$ cat src/hdl/sac_pkg.sv
// Shared constants, command/status types and elaboration helpers for the
// set-associative tag store with timestamp LRU. No dependencies.
package sac_pkg;

  localparam int DEF_MAX_SETS    = 512;
  localparam int DEF_MAX_WAYS    = 8;
  localparam int DEF_STAMP_WIDTH = 32;

  localparam int ADDR_W     = 32;
  localparam int TAG_W      = 32;
  localparam int CNT_W      = 32;
  localparam int SET_NUM_W  = 9;
  localparam int WAY_NUM_W  = 3;
  localparam int CFG_IDX_W  = 2;
  localparam int CFG_DATA_W = 4;

  localparam logic [CFG_IDX_W-1:0] REG_OFFSET_BITS = 2'd0;
  localparam logic [CFG_IDX_W-1:0] REG_SET_BITS    = 2'd1;
  localparam logic [CFG_IDX_W-1:0] REG_WAYS_IN_USE = 2'd2;

  localparam logic [CFG_DATA_W-1:0] RST_OFFSET_BITS = 4'd6;
  localparam logic [CFG_DATA_W-1:0] RST_SET_BITS    = 4'd4;
  localparam logic [CFG_DATA_W-1:0] RST_WAYS_IN_USE = 4'd1;

  typedef struct packed {
    logic capture;
    logic commit;
    logic clear;
  } sac_cmd_t;

  typedef struct packed {
    logic clear_last;
    logic out_room;
  } sac_sts_t;

  function automatic int floor_log2(input int n);
    int r;
    r = 0;
    while ((64'd1 << (r + 1)) <= 64'(n)) r = r + 1;
    return r;
  endfunction

endpackage

$ cat src/hdl/sac_ctrl.sv
// Controller: clearing pass after reset, then capture / commit sequencing.
// Depends on sac_pkg.
module sac_ctrl import sac_pkg::*; (
  input  logic     clk,
  input  logic     rst,
  input  logic     req_valid,
  input  sac_sts_t sts,
  output logic     req_ready,
  output sac_cmd_t cmd
);

  localparam logic [1:0] ST_CLEAR = 2'd0;
  localparam logic [1:0] ST_IDLE  = 2'd1;
  localparam logic [1:0] ST_LOOK  = 2'd2;

  logic [1:0] state;
  logic [1:0] state_next;

  always_ff @(posedge clk) begin
    if (rst) begin
      state <= ST_CLEAR;
    end else begin
      state <= state_next;
    end
  end

  always_comb begin
    state_next = state;
    cmd        = '0;
    case (state)
      ST_CLEAR: begin
        cmd.clear = 1'b1;
        if (sts.clear_last) state_next = ST_IDLE;
      end
      ST_IDLE: begin
        if (req_valid) begin
          cmd.capture = 1'b1;
          state_next  = ST_LOOK;
        end
      end
      ST_LOOK: begin
        if (sts.out_room) begin
          cmd.commit = 1'b1;
          state_next = ST_IDLE;
        end
      end
      default: begin
        state_next = ST_CLEAR;
      end
    endcase
  end

  assign req_ready = (state == ST_IDLE);

endmodule

$ cat config.mk
export PLATFORM = sky130hd
export DESIGN_NAME = sac_ctrl
export DESIGN_NICKNAME = d
export VERILOG_FILES = /design/src/hdl/sac_pkg.sv /design/src/hdl/sac_ctrl.sv
export SDC_FILE = /design/constraint.sdc
export NUM_CORES = 1
export LEC_CHECK = 0
export CORE_AREA = 4 4 41 43
export CTS_CLUSTER_SIZE = 14
export DETAILED_ROUTE_END_ITERATION = 10
export DIE_AREA = 0 0 45 47
export DONT_BUFFER_PORTS = 1
export SETUP_SLACK_MARGIN = 0.05
export SLEW_MARGIN = 20
export SYNTH_ARGS = -nofsm -noshare
export SYNTH_HDL_FRONTEND = slang
export SYNTH_SLANG_ARGS = --single-unit
$ cat constraint.sdc
create_clock -name clk -period 1 [get_ports clk]
set_clock_uncertainty 0.1 [all_clocks]
set_input_delay 0.2 -clock clk [delete_from_list [all_inputs] [get_ports clk]]
set_output_delay 0.2 -clock clk [all_outputs]
set_load 0.01 [all_outputs]
== Word-level counts from Yosys, hierarchy flattened ==
Index checks and enable logic that the tools add are counted.

* Output and inout port bits: 4
* Memories: 0
* Flip-flop bits (word level): 2
* Input bits: 5
* Bits in latches: 0
* RAM bits: 0
* Memory bits (read-only): 0
* Word-level logic and storage cells: 17

* Reductions and logical operators: 2
* Order comparisons: 0
* Equality and inequality tests: 5
* Shift operators: 0
* Bitwise logic cells: 0
* $mul: 0
* Divide/modulo/power cells: 0
* $add $sub $neg: 0
* Mux-type cells: 9

{| class="wikitable"
|+ Operator list
! cell !! number
|-
| $mux W2 || 3
|-
| $ne A2 B2 Y1 const B || 3
|-
| $pmux W2 S3 || 1
|-
| $mux W1 || 5
|-
| $reduce_and A3 Y1 || 1
|-
| $eq A2 B1 Y1 const B || 1
|-
| $eq A2 B2 Y1 const B || 1
|-
| $logic_not A2 Y1 || 1
|}

== Depth between registers and ports, before layout ==
* Depth after elaboration: 3
* Gate-level depth with buffers: 3
* Mapped depth without buffers: 3

== Worst setup path after synthesis ==
No wires, ideal clock.

* Path kind: reg2out
* From: reg state[1]
* To: out cmd[1] (netlist name)
* Slack: 0.014 ns
* Arrival time: 0.686 ns
* Cell stages (with the launch flop): 3
* Required time: 0.700 ns
* Cells stage by stage: dfxtp_1 -> inv_1 -> nor2_1

{| class="wikitable"
|+ RTL lines
! what !! RTL line !! source
|-
| start: declaration || sac_ctrl.sv:16 || <nowiki>logic [1:0] state;</nowiki>
|-
| start signal: assignment || sac_ctrl.sv:23 || <nowiki>state <= state_next;</nowiki>
|-
| end: declaration || sac_ctrl.sv:9 || <nowiki>output sac_cmd_t cmd</nowiki>
|}

==> out/qor.yml <==
rows: 13
comb_power_share: 0.169
setup_viol: 4
seq_power_share: 0.288
overflow: 0
die_w_microns: 45
p_int_uw: 248
viasPerCell: 3.56
nets: 26
wl_met1_microns: 104
swShare: 0.271
largest_reg_flops: 2
wl_per_cell_microns: 10.0
finalHoldWorstSlack_ns: 0.0174
numClockSinks: 2
pin_count: 9
leakage_nw: 0.0727
top_layer: "met4"
end_kind: "output port"
cts.clk_slew.worst_paths_ns: 0.03
worstSetupStartpointType: "flip-flop"
drive_above_1_share: 0.632
gp_congestion: 0.570
placedInstanceArea_sq_um: 145
met2_length_microns: 158
worstMarginPinSlew_ns: 0.221
hold_viol: 0
area_growth_pct: 58.2
dr.first_iter.drc_count: 3
gr-usage-all-layers: 0.0426
p_sw_uw: 92.2
ys_ff_latch: 2
fmax_mhz: 891
synth_nets: 20
cp_max_fo: 6
rsz0062_at_grt: "true"
largestRegisters: "state x2"
yosys_warnings: 0
status: "complete, but fails checks"
clock_latency_ns: 0.23
maxSlewHeadroom: 0.851
first_pass_iters: 2
setup_tns_ns: -0.416
cts_tree: "built"
cts_made_buffers: 3
htreeDepth: 1
start_util: 0.0942
cts_buffer_depth: 2
synth_cell_types: 10
design_area_sq_um: 194
vias: 121
ant_nets: 0
fin_crit_sh: 1.12
violations: "negative setup slack"
drc: 0
cp.required_ns: 0.70
wl_microns: 341
grt_pass1_vias: 130
period_minus_slack_ns: 1.12
cts_setup_buffers: 0
crit_type: "flip-flop to output port"
worst_slack_ns: -0.122
core_area_sq_um: 1300
largest-register: "state"
cts_root_buf: "clkbuf_4"
dp_hpwl_microns: 247
powerDensity_nw_per_um2: 1760
drv_cap: 0
grt_max_degree: 7
hp-class: "input pin to flip-flop"
grt_pass1_wl_microns: 455
dieArea_sq_um: 2120
critPathArrivalTime_ns: 0.82
io_buffer_count: 0
antenna_found_initial: 0
ir_worst_vdd_v: 0.000200
syn_inst: 15
seq_area_frac_synth: 0.327
met3_wirelength_microns: 62
syn_area_sq_um: 123
slew_violations: 0
p_clk_frac: 0.543
insertedDiodeCount: 0
die_h_microns: 47
syn_area_per_cell_sq_um: 8.17
[final cells by class]
type                    instances  area (sq um)
inverters                       1          3.75
repair buffers                  1          10.0
fillers                       157          1110
flip-flops and latches          2          45.0
multi-input cells              12          93.8
well taps                      15          18.8
clock buffers                   3          22.5
[final timing paths]
path              slack, ns                    end             startpoint  cells after the start
setup / recovery      -0.12                 cmd[1]  state[0]$_SDFFE_PP0P_                      2
hold / removal         0.02  state[0]$_SDFFE_PP0P_                    rst                      2
setup reg to reg       0.07  state[0]$_SDFFE_PP0P_  state[0]$_SDFFE_PP0P_                      3
hold reg to reg        0.44  state[0]$_SDFFE_PP0P_  state[1]$_SDFFE_PP0P_                      2
[stage by stage]
step	power, mW	setup slack (ns)	utilization	std cells
6_report	0.341	-0.122	0.149	34
5_1_grt	0.355	-0.149	0.149	34
4_1_cts	0.352	-0.136	0.149	34
3_5_place_dp	0.147	0.0123	0.112	30
3_3_place_gp	0.147	0.0280	0.112	30
2_1_floorplan	0.140	0.0934	-	15
[cell families (layout without fill, tap and decap cells)]
logic type | after synthesis | in the layout | share of synthesized area
simple gates | 8 | 8 | 0.408
compound gates | 4 | 4 | 0.235
flops | 2 | 2 | 0.327
buf+inv | 1 | 5 | 0.0306
[worst max-delay path: stages (launching register included)]
cell	delay [ns]
dfxtp_2	0.33
nand2b_4	0.15
nor2_4	0.11
[Yosys cell counts, drive strengths merged]
master | count | area share
a22oi | 1 | 0.061
o21ai | 1 | 0.041
a21o | 1 | 0.061
nor2b | 1 | 0.11
nor2 | 5 | 0.15
nand2 | 1 | 0.031
nand2b | 1 | 0.11
dfxtp | 2 | 0.33
a21oi | 1 | 0.071
inv | 1 | 0.031
[power by group through the flow]
stage                     sequential, mW  clock (mW)  combinational, mW
after floorplan                   0.0964           0             0.0437
after global placement            0.0985           0             0.0480
after detailed placement          0.0988           0             0.0486
after CTS                         0.0983       0.195             0.0585
after global routing              0.0993       0.195             0.0604
final                             0.0982       0.185             0.0575
[layer usage]
layer  vias to the layer above  track usage
li1                         59            -
met1                        51       0.0293
met2                         9       0.0480
met3                         2       0.0345
met4                         0       0.0877
met5                         -            0
[cell usage in the layout, fill, tap and decap left out]
cell | synthesis | final
nand2_1 | 1 | 1
a21o_1 | 1 | 1
nor2_1 | 5 | 3
nand2b_4 | 1 | 1
a21oi_2 | 1 | 1
dlygate4sd3_1 | 0 | 1
a22oi_2 | 0 | 1
dfxtp_4 | 0 | 1
o21ai_0 | 1 | 1
nor2b_4 | 1 | 1
nor2_2 | 0 | 1
nor2_4 | 0 | 1
inv_2 | 0 | 1
clkbuf_4 | 0 | 3
dfxtp_2 | 0 | 1
[repair_timing]
item | 4_1_cts | 5_1_grt
gates resized for setup | 6 | 0
setup endpoints to repair | 5 | 4
endpoints found under the hold margin | 1 | 0
hold buffers | 1 | 0
cloned | 0 | 0
pin swaps | 0 | 0
No activity file was read; power rests on OpenSTA's default activity.
